[src/rtl/prefix_code_bit_decoder_unit_defines.svh]
// Assertion macros shared by the prefix code bit decoder RTL.
`ifndef PREFIX_CODE_BIT_DECODER_UNIT_DEFINES_SVH
`define PREFIX_CODE_BIT_DECODER_UNIT_DEFINES_SVH

`ifndef SYNTH
`define PCBD_ASSERT_IMP(lbl, clk, rst_n, a, c) \
	lbl: assert property (@(posedge clk) disable iff (!rst_n) (a) |-> (c)) \
		else $error("pcbd assertion failed");
`define PCBD_ASSERT_NEXT(lbl, clk, rst_n, a, c) \
	lbl: assert property (@(posedge clk) disable iff (!rst_n) (a) |=> (c)) \
		else $error("pcbd assertion failed");
`define PCBD_ASSERT_NEVER(lbl, clk, rst_n, a) \
	lbl: assert property (@(posedge clk) disable iff (!rst_n) !(a)) \
		else $error("pcbd assertion failed");
`else
`define PCBD_ASSERT_IMP(lbl, clk, rst_n, a, c)
`define PCBD_ASSERT_NEXT(lbl, clk, rst_n, a, c)
`define PCBD_ASSERT_NEVER(lbl, clk, rst_n, a)
`endif

`endif

[src/rtl/pcbd_pkg.sv]
// Types, constants and control interface of the prefix code bit decoder.
package pcbd_pkg;

	localparam int DEF_TABLE_ENTRIES = 256;
	localparam int DEF_MAX_CODE_LEN  = 16;
	localparam int BYTE_BITS         = 8;

	localparam int IDX_W  = 8;
	localparam int CODE_W = 16;
	localparam int LEN_W  = 5;
	localparam int SYM_W  = 8;
	localparam int CNT_W  = 4;

	localparam logic MODE_LOAD = 1'b0;
	localparam logic MODE_DATA = 1'b1;

	typedef struct packed {
		logic                 mode;
		logic [IDX_W-1:0]     entry_index;
		logic [CODE_W-1:0]    code_bits;
		logic [LEN_W-1:0]     code_length;
		logic [SYM_W-1:0]     entry_symbol;
		logic [BYTE_BITS-1:0] data_byte;
		logic [CNT_W-1:0]     bit_count;
		logic                 stream_end;
	} item_t;

	typedef struct packed {
		logic [SYM_W-1:0] symbol;
		logic             error;
		logic             last;
	} result_t;

	typedef struct packed {
		logic [CODE_W-1:0] code;
		logic [LEN_W-1:0]  len;
		logic [SYM_W-1:0]  sym;
	} tab_entry_t;

	typedef struct packed {
		logic accept;
		logic shift_bit;
		logic scan_start;
		logic scan_step;
		logic capture;
		logic capture_err;
		logic promote;
		logic push_last;
		logic finish_clear;
	} dp_cmd_t;

	typedef struct packed {
		logic is_data;
		logic bits_left;
		logic hit;
		logic scan_end;
		logic plen_full;
		logic pend_valid;
		logic out_free;
	} dp_status_t;

endpackage

[src/rtl/pcbd_ctrl.sv]
// Sequencer for the prefix code bit decoder: per-bit shift, table scan, result hand-off.
module pcbd_ctrl (
	input  logic                 clk,
	input  logic                 arst_n,
	input  logic                 item_valid,
	output logic                 item_stall,
	input  pcbd_pkg::dp_status_t status,
	output pcbd_pkg::dp_cmd_t    cmd
);
	import pcbd_pkg::*;

	typedef enum logic [2:0] {
		ST_IDLE,
		ST_SHIFT,
		ST_SCAN,
		ST_RESULT,
		ST_FINISH
	} state_t;

	state_t state_q;
	state_t state_d;

	always_comb begin
		cmd     = '0;
		state_d = state_q;
		unique case (state_q)
			ST_IDLE: begin
				if (item_valid) begin
					cmd.accept = 1'b1;
					if (status.is_data) begin
						state_d = ST_SHIFT;
					end
				end
			end
			ST_SHIFT: begin
				if (status.bits_left) begin
					cmd.shift_bit  = 1'b1;
					cmd.scan_start = 1'b1;
					state_d        = ST_SCAN;
				end else begin
					state_d = ST_FINISH;
				end
			end
			ST_SCAN: begin
				cmd.scan_step = 1'b1;
				if (status.hit) begin
					cmd.capture = 1'b1;
					state_d     = ST_RESULT;
				end else if (status.scan_end) begin
					if (status.plen_full) begin
						cmd.capture     = 1'b1;
						cmd.capture_err = 1'b1;
						state_d         = ST_RESULT;
					end else begin
						state_d = ST_SHIFT;
					end
				end
			end
			ST_RESULT: begin
				if (!status.pend_valid || status.out_free) begin
					cmd.promote = 1'b1;
					state_d     = ST_SHIFT;
				end
			end
			ST_FINISH: begin
				cmd.finish_clear = 1'b1;
				if (!status.pend_valid) begin
					state_d = ST_IDLE;
				end else if (status.out_free) begin
					cmd.push_last = 1'b1;
					state_d       = ST_IDLE;
				end
			end
			default: begin
				state_d = ST_IDLE;
			end
		endcase
	end

	always_ff @(posedge clk or negedge arst_n) begin
		if (!arst_n) begin
			state_q <= ST_IDLE;
		end else begin
			state_q <= state_d;
		end
	end

	assign item_stall = (state_q != ST_IDLE);

endmodule

[config.mk]
export PLATFORM = sky130hd
export DESIGN_NAME = pcbd_ctrl
export DESIGN_NICKNAME = d
export VERILOG_FILES = /design/src/rtl/prefix_code_bit_decoder_unit_defines.svh /design/src/rtl/pcbd_pkg.sv /design/src/rtl/pcbd_ctrl.sv
export SDC_FILE = /design/constraint.sdc
export NUM_CORES = 1
export LEC_CHECK = 0
export BUFFER_PORTS_ARGS = -buffer_cell sky130_fd_sc_hd__buf_2
export CAP_MARGIN = 20
export CELL_PAD_IN_SITES_DETAIL_PLACEMENT = 1
export CELL_PAD_IN_SITES_GLOBAL_PLACEMENT = 1
export CORE_AREA = 5 5 42 44
export DETAILED_ROUTE_END_ITERATION = 8
export DIE_AREA = 0 0 47 49
export HOLD_SLACK_MARGIN = 0.1
export PLACE_DENSITY = 0.73
export SYNTH_ARGS = -nofsm -noshare
export SYNTH_HDL_FRONTEND = slang
export SYNTH_SLANG_ARGS = --single-unit
[constraint.sdc]
create_clock -name clk -period 2 [get_ports clk]
set_input_delay 0.3 -clock clk [delete_from_list [all_inputs] [get_ports clk]]
set_output_delay 0.3 -clock clk [all_outputs]
set_load 0.02 [all_outputs]
==> metrics, run 1 <==
status=finished, final reports clean; synthesis-to-finish area growth=46.3%; I/O Buffers=19; Post CTS Setup Buffer Count=0; Starting Density=20.4%; Post-DP Area=383 um2; maximum clock insertion buffer count=2; Crit path depth=3; Worst-path clk slew=0.03 ns; CTS tree=yes; DR pass1 iterations=3; pwr dens=1270 nW/um2; Flop pwr share=26.4%; gate count after technology mapping=36; Core Region=1400 um2; Biggest register=state_q; # DRC=0; relative slew slack=73.9%; P_int=0.286 mW; Max-Cap Viols=0; via/cell ratio=4.35; Die H=49 um; nets@finish=69; Hold Fails Final Rpt=0; fin area=419 um2; sw power=0.246 mW; cells resized by post-CTS repair=0; fin crit period=1.81 ns; Syn Area/Cell=7.96 um2; H-tree lvl count=1; xor-xnor portion of the synthesized cell area=0%; post-synthesis mux area share=3.93%; maximum vdd drop=415 uV; overall power=0.532 mW; # setup viols final=0; CTS root buffer=clkbuf_4; fin cells=74; cts hold-fix bufs=1; Die ar.=2300 um2; Setup TNS Final=0 ns; CP Buf/Inv Count=1; Synth cell types=22; Post-Syn Area=287 um2; Worst Max-Slew Pin Slew=0.382 ns; Synth Area in Adders=0%; GPL Wtd Cong=0.712; CTS buffer count=3; FILL cells=183; Leak Pwr=0.224 nW; Avg WL per Cell=11.3 um; first-pass GRT wire length=1.33 mm; endpoint class of the critical path=output pin; vias in the first global route=335; CP arrival=1.51 ns; Switching Share=46.2%; CP max FO=9; Worst Hold Class=primary input to asynchronous set/reset pin; final worst path period share=90.3%; DIE WIDTH=47 um; RSZ-0062 raised after global routing=false; Slew Viols, Final=0; GRT overflow=0; via count=322; FF-to-FF path depth=4; routed wire length=836 um; Synth Area in Compound Gates=18.8%; fmax=554 MHz; HPWL Detailed=703 um; Clock Skew=0.00206 ns; Logic pwr share=54.3%; CP delay by family, top=simple AND/OR/NAND/NOR gates; I/O Pins=20; Antenna diodes=0; Worst-Skew Late Latency=0.23 ns; largest family of logic cells by synthesized area=simple AND/OR/NAND/NOR gates; Regs by FF count=state_q (3); Yosys warnings=0; initial antenna violation count=0; slowest CP cell=or4b_4; final design utilization=29.9%; CTS Sinks=3; Syn Nets=46; Antenna Nets Post-Route=0; largest stage delay on the critical path=0.55 ns; max reg flops=3; simple-gate share of the synthesized area=40.6%; CP Class=flip-flop to output pin; 1st-iter DRT viols=2; critical path data required time=1.70 ns; CP cell instances=or4b_4 -> nor2_1 -> buf_2; pin count of the biggest net entering global routing=12; # rows=14; clock share of power=19.3%; startpoint type of the worst setup path=flip-flop; placed cells=69; Seq/Total Area, Yosys=26.2%; share of layout cells above drive strength 1=44.8%; GR Util All Layers=7.83%; register bit total from synthesis=3
[metrics by stage]
| stage | setup slack [ns] | hold slack, ns |
|---|---|---|
| after floorplan | 0.241 | 0.00441 |
| after global placement | 0.434 | 0.102 |
| after detailed placement | 0.393 | 0.0998 |
| after CTS | 0.172 | 0.382 |
| after global routing | 0.111 | 0.389 |
| final | 0.194 | 0.390 |
[power by group through the flow]
| stage | logic (mW) | clock network [mW] | registers, mW |
|---|---|---|---|
| after global routing | 0.321 | 0.113 | 0.146 |
| after global placement | 0.288 | 0 | 0.136 |
| after floorplan | 0.241 | 0 | 0.115 |
| after detailed placement | 0.295 | 0 | 0.141 |
| after CTS | 0.296 | 0.110 | 0.140 |
| final | 0.289 | 0.103 | 0.141 |
[path summary, 6_finish.rpt]
check | startpoint | slack (ns) | to
max | state_q[0]$_DFFE_PN0P_ | 0.19 | cmd[3]
min | arst_n | 0.39 | state_q[1]$_DFFE_PN0P_
max reg2reg | state_q[0]$_DFFE_PN0P_ | 0.40 | state_q[1]$_DFFE_PN0P_
min reg2reg | state_q[1]$_DFFE_PN0P_ | 0.58 | state_q[2]$_DFFE_PN0P_
max in group asynchronous | arst_n | 1.50 | state_q[2]$_DFFE_PN0P_
min in group clk | status[5] | 0.42 | state_q[2]$_DFFE_PN0P_
[routing by layer]
metal | share of wire [%] | routed length (um) | GRT usage (%) | vias up
li1 | - | - | - | 171
met1 | 45 | 378 | 9.93 | 138
met2 | 45 | 377 | 11.1 | 13
met3 | 9.6 | 80 | 1.85 | 0
met4 | 0 | 0 | 5.53 | 0
met5 | 0 | 0 | 0 | -
[synth_stat cells (all sizes together)]
cell type,instances,area share [%]
or3,1,3.9
dfrtp,3,26
nor3,2,3.5
nor2,7,10
o21bai,1,2.6
a311oi,1,3.1
nand3b,1,2.6
nand3,1,1.7
mux2,1,3.9
nor4bb,1,3.5
and3,1,2.2
a21oi,5,10
a2111oi,1,3.1
or4b,1,4.8
buf,2,6.6
nor3b,1,2.6
nand2,1,1.3
inv,3,3.9
nand2b,2,4.4
[cells in the final DEF (no fill, tap or decap), drive strengths merged]
cell	netlist	final
nand2	1	1
nor2	7	7
mux2	1	1
a311oi	1	1
nor3b	1	1
o21bai	1	1
nand3	1	1
nand2b	2	2
clkbuf	0	4
nor4bb	1	1
inv	3	3
dfrtp	3	3
buf	2	19
nor3	2	2
or4b	1	1
and3	1	1
a2111oi	1	1
nand3b	1	1
dlygate4sd3	0	1
a21oi	5	5
or3	1	1
[layout make-up]
type / count / area [um2] / area share, %
multi-input combinational: 28 / 181 / 43.3
timing repair buffer: 20 / 105 / 25.1
sequential: 3 / 75.1 / 17.9
clock buffer: 4 / 26.3 / 6.27
tap: 16 / 20.0 / 4.78
inverter: 3 / 11.3 / 2.69
[logic make-up (layout without fill, tap and decap cells)]
kind of cell | Yosys count | in the layout
simple gates | 19 | 19
mux | 1 | 1
compound gates | 8 | 8
flops | 3 | 3
buf+inv | 5 | 27
(Power assumes the default switching activity.)
==> inputs of run 2 (changes only) <==
--- a/config.mk
+++ b/config.mk
@@ -5,6 +5,7 @@
 export SDC_FILE = /design/constraint.sdc
 export NUM_CORES = 1
 export LEC_CHECK = 0
+export ABC_AREA = 1
 export BUFFER_PORTS_ARGS = -buffer_cell sky130_fd_sc_hd__buf_2
 export CAP_MARGIN = 20
 export CELL_PAD_IN_SITES_DETAIL_PLACEMENT = 1
@@ -13,7 +14,7 @@
 export DETAILED_ROUTE_END_ITERATION = 8
 export DIE_AREA = 0 0 47 49
 export HOLD_SLACK_MARGIN = 0.1
-export PLACE_DENSITY = 0.73
+export PLACE_DENSITY = 0.79
 export SYNTH_ARGS = -nofsm -noshare
 export SYNTH_HDL_FRONTEND = slang
 export SYNTH_SLANG_ARGS = --single-unit
==> run 2 against run 1 <==
Global-route usage grew 1.7 points. Die area is the same. Hold slack lost 0.12 ns. Cell count grew 22%. Flip-flop and latch count is the same. Maximum frequency grew 14%. Wire length grew 14%. First-iteration DRC count shrank 100%. Register-to-register slack gained 0.43 ns.
==> metrics, run 2 <==
sw power=0.293 mW (was 0.246 mW); Core Region=1400 um2 (unchanged); Syn Area/Cell=6.01 um2 (was 7.96 um2); CTS root buffer=clkbuf_4 (unchanged); pwr dens=1260 nW/um2 (was 1270 nW/um2); top cells by count, synth=nand2_1 (13), inv_1 (9), nand3_1 (8), nor2_1 (6), dfrtp_1 (3) (was nor2_1 (6), a21oi_1 (4), dfrtp_1 (3), inv_1 (3)); status=finished, final reports clean (unchanged); GR Util All Layers=9.51% (was 7.83%); register bit total from synthesis=3 (unchanged); RSZ-0062 raised after global routing=false (unchanged); relative slew slack=85.3% (was 73.9%); overall power=0.568 mW (was 0.532 mW); 1st-iter DRT viols=0 (was 2); GPL Wtd Cong=0.812 (was 0.712); Seq/Total Area, Yosys=24.5% (was 26.2%); Avg WL per Cell=10.6 um (was 11.3 um); I/O Buffers=19 (unchanged); Switching Share=51.5% (was 46.2%); Post-Syn Area=307 um2 (was 287 um2); CP cell instances=nor2_2 -> nand2_1 -> nor2_1 -> buf_2 (was or4b_4 -> nor2_1 -> buf_2); Slew Viols, Final=0 (unchanged); CP Buf/Inv Count=1 (unchanged); CTS buffer count=3 (unchanged); CP max FO=7 (was 9); pin count of the biggest net entering global routing=8 (was 12); Worst Hold Class=primary input to flip-flop (was primary input to asynchronous set/reset pin); CP delay by family, top=flip-flops (was simple AND/OR/NAND/NOR gates); ys flop type=dfrtp_1 (unchanged); fin cells=90 (was 74); Syn Nets=61 (was 46); GRT overflow=0 (unchanged); endpoint class of the critical path=output pin (unchanged); # setup viols final=0 (unchanged); number of synthesized flops with an enable pin=0 (unchanged); # rows=14 (unchanged); Die H=49 um (unchanged); Worst-Skew Late Latency=0.23 ns (about the same); Clock Skew=0.00102 ns (was 0.00206 ns); critical path data required time=1.70 ns (about the same); via count=404 (was 322); nets@finish=85 (was 69); Flop pwr share=22.1% (was 26.4%); most frequent cells in the layout=buf_2 (19), nand2_1 (13), inv_1 (9) (was buf_2 (19), nor2_1 (6), a21oi_1 (4)); synthesis-to-finish area growth=46.9% (was 46.3%); Die ar.=2300 um2 (unchanged); clock share of power=18.7% (was 19.3%); Biggest register=state_q (unchanged); initial antenna violation count=0 (unchanged); Setup TNS Final=0 ns (unchanged); share of layout cells above drive strength 1=40.5% (was 44.8%); maximum vdd drop=501 uV (was 415 uV); Worst-path clk slew=0.04 ns (was 0.03 ns); H-tree lvl count=1 (unchanged); Antenna diodes=0 (unchanged); CP Class=flip-flop to output pin (unchanged); gate count after technology mapping=51 (was 36); routed wire length=953 um (was 836 um); most area-consuming cells after synthesis=dfrtp_1 (24%), nand2_1 (16%), nand3_1 (13%) (was dfrtp_1 (26%), nor2_1 (7.9%), a21oi_1 (7.0%)); startpoint type of the worst setup path=flip-flop (unchanged); Post CTS Setup Buffer Count=0 (unchanged); placed cells=85 (was 69); Synth top area share=24.5% (was 26.2%); maximum clock insertion buffer count=2 (unchanged); Yosys warnings=0 (unchanged); final worst path period share=79.3% (was 90.3%); Regs by FF count=state_q (3) (unchanged); Leak Pwr=0.295 nW (was 0.224 nW); DIE WIDTH=47 um (unchanged); Logic pwr share=59.2% (was 54.3%); CTS Sinks=3 (unchanged); slowest CP cell=dfrtp_1 (was or4b_4); Worst Max-Slew Pin Slew=0.221 ns (was 0.382 ns); cells resized by post-CTS repair=0 (unchanged); cell with the most instances after synthesis=nand2_1 (was nor2_1); HPWL Detailed=831 um (was 703 um); I/O Pins=20 (unchanged); P_int=0.275 mW (was 0.286 mW); largest stage delay on the critical path=0.44 ns (was 0.55 ns); # DRC=0 (unchanged); commonest non-fill, non-tap cell in the layout=buf_2 (unchanged); cts hold-fix bufs=1 (unchanged); worst slack at placement=0.688 ns (was 0.393 ns); CTS tree=yes (unchanged); Hold Fails Final Rpt=0 (unchanged); CP arrival=1.29 ns (was 1.51 ns); fin crit period=1.59 ns (was 1.81 ns); Synth area leader=dfrtp_1 (unchanged); fmax=630 MHz (was 554 MHz); ys async rst share=100% (unchanged); Starting Density=21.9% (was 20.4%); worst setup margin=0.413 ns (was 0.194 ns); max reg flops=3 (unchanged); vias in the first global route=396 (was 335); first-pass GRT wire length=1.55 mm (was 1.33 mm); DR pass1 iterations=1 (was 3); Antenna Nets Post-Route=0 (unchanged); Max-Cap Viols=0 (unchanged); via/cell ratio=4.49 (was 4.35); Synth cell types=14 (was 22)
==> run 2: metal layers <==
layer  routed length [um]  track usage, %  vias up
li1                     -               -      202
met1                  343            8.81      184
met2                  529            16.5       16
met3                   63            2.58        2
met4                   16            6.91        0
met5                    0               0        -
==> run 2: power groups by stage <==
stage	clock network [mW]	logic, mW	registers, mW
detailed placement	0	0.343	0.126
global placement	0	0.333	0.123
floorplan	0	0.252	0.118
finish	0.106	0.336	0.126
global route	0.125	0.379	0.130
CTS	0.113	0.345	0.126
==> run 2: per-stage QoR <==
stage / util (%) / hold WS [ns] / area [um2]
global placement: 29.6 / 0.0962 / 414
finish: 32.1 / 0.275 / 450
CTS: 32.1 / 0.268 / 450
global route: 32.1 / 0.268 / 450
detailed placement: 29.6 / 0.0981 / 414
floorplan: - / 0.00441 / 307
==> run 2: cell type report <==
type / instances / area (um2)
Multi-Input combinational cell: 36 / 183
Fill cell: 200 / 951
Clock buffer: 4 / 26.3
Tap cell: 16 / 20.0
Timing Repair Buffer: 20 / 105
Sequential cell: 3 / 75.1
Inverter: 11 / 41.3
==> run 2: path summary, 6_finish.rpt <==
check                                            start                     end  slack, ns  cells past startpoint
worst max register to register  state_q[0]$_DFFE_PN0P_  state_q[1]$_DFFE_PN0P_       0.83                      6
max in group asynchronous                       arst_n  state_q[1]$_DFFE_PN0P_       1.51                      2
worst min register to register  state_q[1]$_DFFE_PN0P_  state_q[1]$_DFFE_PN0P_       0.58                      2
min in group asynchronous                       arst_n  state_q[2]$_DFFE_PN0P_       0.38                      2
worst min-delay path                         status[5]  state_q[2]$_DFFE_PN0P_       0.27                      2
worst max-delay path            state_q[0]$_DFFE_PN0P_                  cmd[1]       0.41                      4
==> run 2: cells by family after synthesis <==
logic type / share of synthesized area [%]
DFF: 24.5
AOI/OAI and AO/OA: 3.26
buffers and inverters: 15.9
and+or+nand+nor: 56.3
==> inputs of run 3 (changes only) <==
==> constraint.sdc (replaced) <==
create_clock -name clk -period 1.5 [get_ports clk]
set_input_delay 0.225 -clock clk [delete_from_list [all_inputs] [get_ports clk]]
set_output_delay 0.225 -clock clk [all_outputs]
set_load 0.02 [all_outputs]
==> run 3 against run 2 <==
Sequential share of layout area shrank 1.5 points. Cell count grew 3.3%. First-iteration DRC count grew 1. Hold slack lost 0.078 ns. Highest routed layer is now met3. Flip-flop and latch count is the same. Count of clock-buffer cells in the layout is the same. Combinational power grew 55%. Sequential power grew 37%. Critical path type unchanged. Clock skew grew 0.00086 ns. Total power grew 47%.
==> metrics, run 3 (same netlist as run 2, synthesis figures left out) <==
relative slew slack=84.7% (was 85.3%); startpoint type of the worst setup path=flip-flop (unchanged); Antenna diodes=0 (unchanged); endpoint class of the critical path=output pin (unchanged); placed cells=85 (unchanged); GR Util All Layers=9.44% (was 9.51%); H-tree lvl count=1 (unchanged); status=finished, final reports clean (unchanged); Slew Viols, Final=0 (unchanged); pwr dens=1660 nW/um2 (was 1260 nW/um2); Avg WL per Cell=11.2 um (was 10.6 um); Starting Density=21.9% (unchanged); synthesis-to-finish area growth=64.1% (was 46.9%); CP arrival=1.24 ns (was 1.29 ns); area of the multi-input gates=195 um2 (was 183 um2); Die ar.=2300 um2 (unchanged); DIE WIDTH=47 um (unchanged); first-pass GRT wire length=1.54 mm (was 1.55 mm); most frequent cells in the layout=buf_2 (14), nand2_1 (12), inv_1 (9) (was buf_2 (19), nand2_1 (13), inv_1 (9)); Leak Pwr=0.307 nW (was 0.295 nW); hold_ws=0.197 ns (was 0.275 ns); Worst-Skew Late Latency=0.23 ns (about the same); Die H=49 um (unchanged); via count=408 (was 404); I/O Pins=20 (unchanged); Post-DP Area=414 um2 (unchanged); Clock Skew=0.00188 ns (was 0.00102 ns); Worst Hold Class=primary input to flip-flop (unchanged); worst slack at placement=0.263 ns (was 0.688 ns); FILL cells=195 (was 200); # DRC=0 (unchanged); RSZ-0062 raised after global routing=true (was false); CTS tree=yes (unchanged); fin area=503 um2 (was 450 um2); CP Class=flip-flop to output pin (unchanged); HP Start=status[5] (unchanged); GPL Wtd Cong=0.812 (unchanged); max reg flops=3 (unchanged); 1st-iter DRT viols=1 (was 0); final worst path period share=97.8%; # setup viols final=0 (unchanged); Antenna Nets Post-Route=0 (unchanged); fmax=682 MHz; share of layout cells above drive strength 1=49.4% (was 40.5%); slowest CP cell=dfrtp_1 (unchanged); HPWL Detailed=831 um (unchanged); # rows=14 (unchanged); fin crit period=1.47 ns; worst setup margin=0.0334 ns (was 0.413 ns); nets@finish=88 (was 85); Hold Fails Final Rpt=0 (unchanged); vias in the first global route=396 (unchanged); crit path from=state_q[1]$_DFFE_PN0P_ (was state_q[0]$_DFFE_PN0P_); maximum vdd drop=709 uV (was 501 uV); Max-Cap Viols=0 (unchanged); I/O Buffers=19 (unchanged); Biggest register=state_q (unchanged); register area=76.3 um2 (was 75.1 um2); critical path data required time=1.27 ns (was 1.70 ns); pin count of the biggest net entering global routing=8 (unchanged); CP cell instances=inv_2 -> buf_4 -> nand4_1 -> inv_1 -> buf_4 (was nor2_2 -> nand2_1 -> nor2_1 -> buf_2); fin cells=93 (was 90); CP max FO=4 (was 7); via/cell ratio=4.39 (was 4.49); Core Region=1400 um2 (unchanged); overall power=0.836 mW (was 0.568 mW); CTS root buffer=clkbuf_4 (unchanged); DR pass1 iterations=2 (was 1); Worst-path clk slew=0.04 ns (about the same); cell mode on critical path=buf_4; CTS Sinks=3 (unchanged); commonest non-fill, non-tap cell in the layout=buf_2 (unchanged); largest stage delay on the critical path=0.42 ns (was 0.44 ns); initial antenna violation count=0 (unchanged); routed wire length=1.05 mm (was 953 um); Worst Max-Slew Pin Slew=0.230 ns (was 0.221 ns); reg-to-reg startpoint=state_q[1]$_DFFE_PN0P_ (was state_q[0]$_DFFE_PN0P_); GRT overflow=0 (unchanged); maximum clock insertion buffer count=2 (unchanged); Regs by FF count=state_q (3) (unchanged); CTS buffer count=3 (unchanged)
run 3: changes by cell type in the layout (fill, tap and decap cells not counted):
cell     change
buf_2        -5
buf_4        +7
buf_6        +1
dfrtp_1      -1
dfrtp_2      +1
nand2_1      -1
nand2_2      +1
nand3_1      -1
nand3_2      +1
nor2_1       -2
nor2_2       +2
run 3: path summary, 6_finish.rpt:
path | end | slack (ns) | depth (start not counted)
max reg2reg | state_q[1]$_DFFE_PN0P_ | 0.32 | 8
max in group asynchronous | state_q[0]$_DFFE_PN0P_ | 1.07 | 2
min reg2reg | state_q[1]$_DFFE_PN0P_ | 0.58 | 2
min | state_q[2]$_DFFE_PN0P_ | 0.20 | 2
min in group asynchronous | state_q[2]$_DFFE_PN0P_ | 0.31 | 2
max | cmd[6] | 0.03 | 5
run 3: stage by stage:
| stage | utilization [%] | setup TNS [ns] |
|---|---|---|
| 6_report | 35.9 | 0 |
| 5_1_grt | 35.9 | -0.289 |
| 4_1_cts | 32.6 | 0 |
| 3_5_place_dp | 29.6 | 0 |
| 3_3_place_gp | 29.6 | 0 |
| 2_1_floorplan | - | 0 |
run 3: final cells by class:
| class | count | share of cell area (%) |
|---|---|---|
| multi-input combinational | 36 | 38.8 |
| timing repair buffer | 23 | 28.6 |
| sequential | 3 | 15.2 |
| clock buffer | 4 | 5.22 |
| inverter | 11 | 8.21 |
| tap | 16 | 3.98 |
run 3: routing by layer:
layer | global-route usage, % | vias to the layer above | share of wire, %
met1 | 8.59 | 187 | 35
li1 | - | 209 | -
met2 | 16.5 | 12 | 59
met4 | 6.91 | 0 | 0
met5 | 0 | - | 0
met3 | 2.58 | 0 | 5.6
run 3: critical path, delay by kind of cell (launching register included):
family	cells	cell delay [ns]
buffers and inverters	4	0.47
flip-flops	1	0.42
AND/OR/NAND/NOR	1	0.12
run 3: report_power, final:
part	internal (mW)	switching [mW]	total [mW]
clock	0.0997	0.0421	0.142
sequential	0.116	0.0558	0.172
combinational	0.202	0.320	0.522
total	0.418	0.417	0.836
run 3: what timing repair did:
item | 4_1_cts | 5_1_grt
gates resized for setup | 3 | 8
endpoints found under the hold margin | 3 | 0
hold buffers | 1 | 0
buffers inserted | 0 | 3
pin swaps | 0 | 3
setup endpoints to repair | 1 | 4
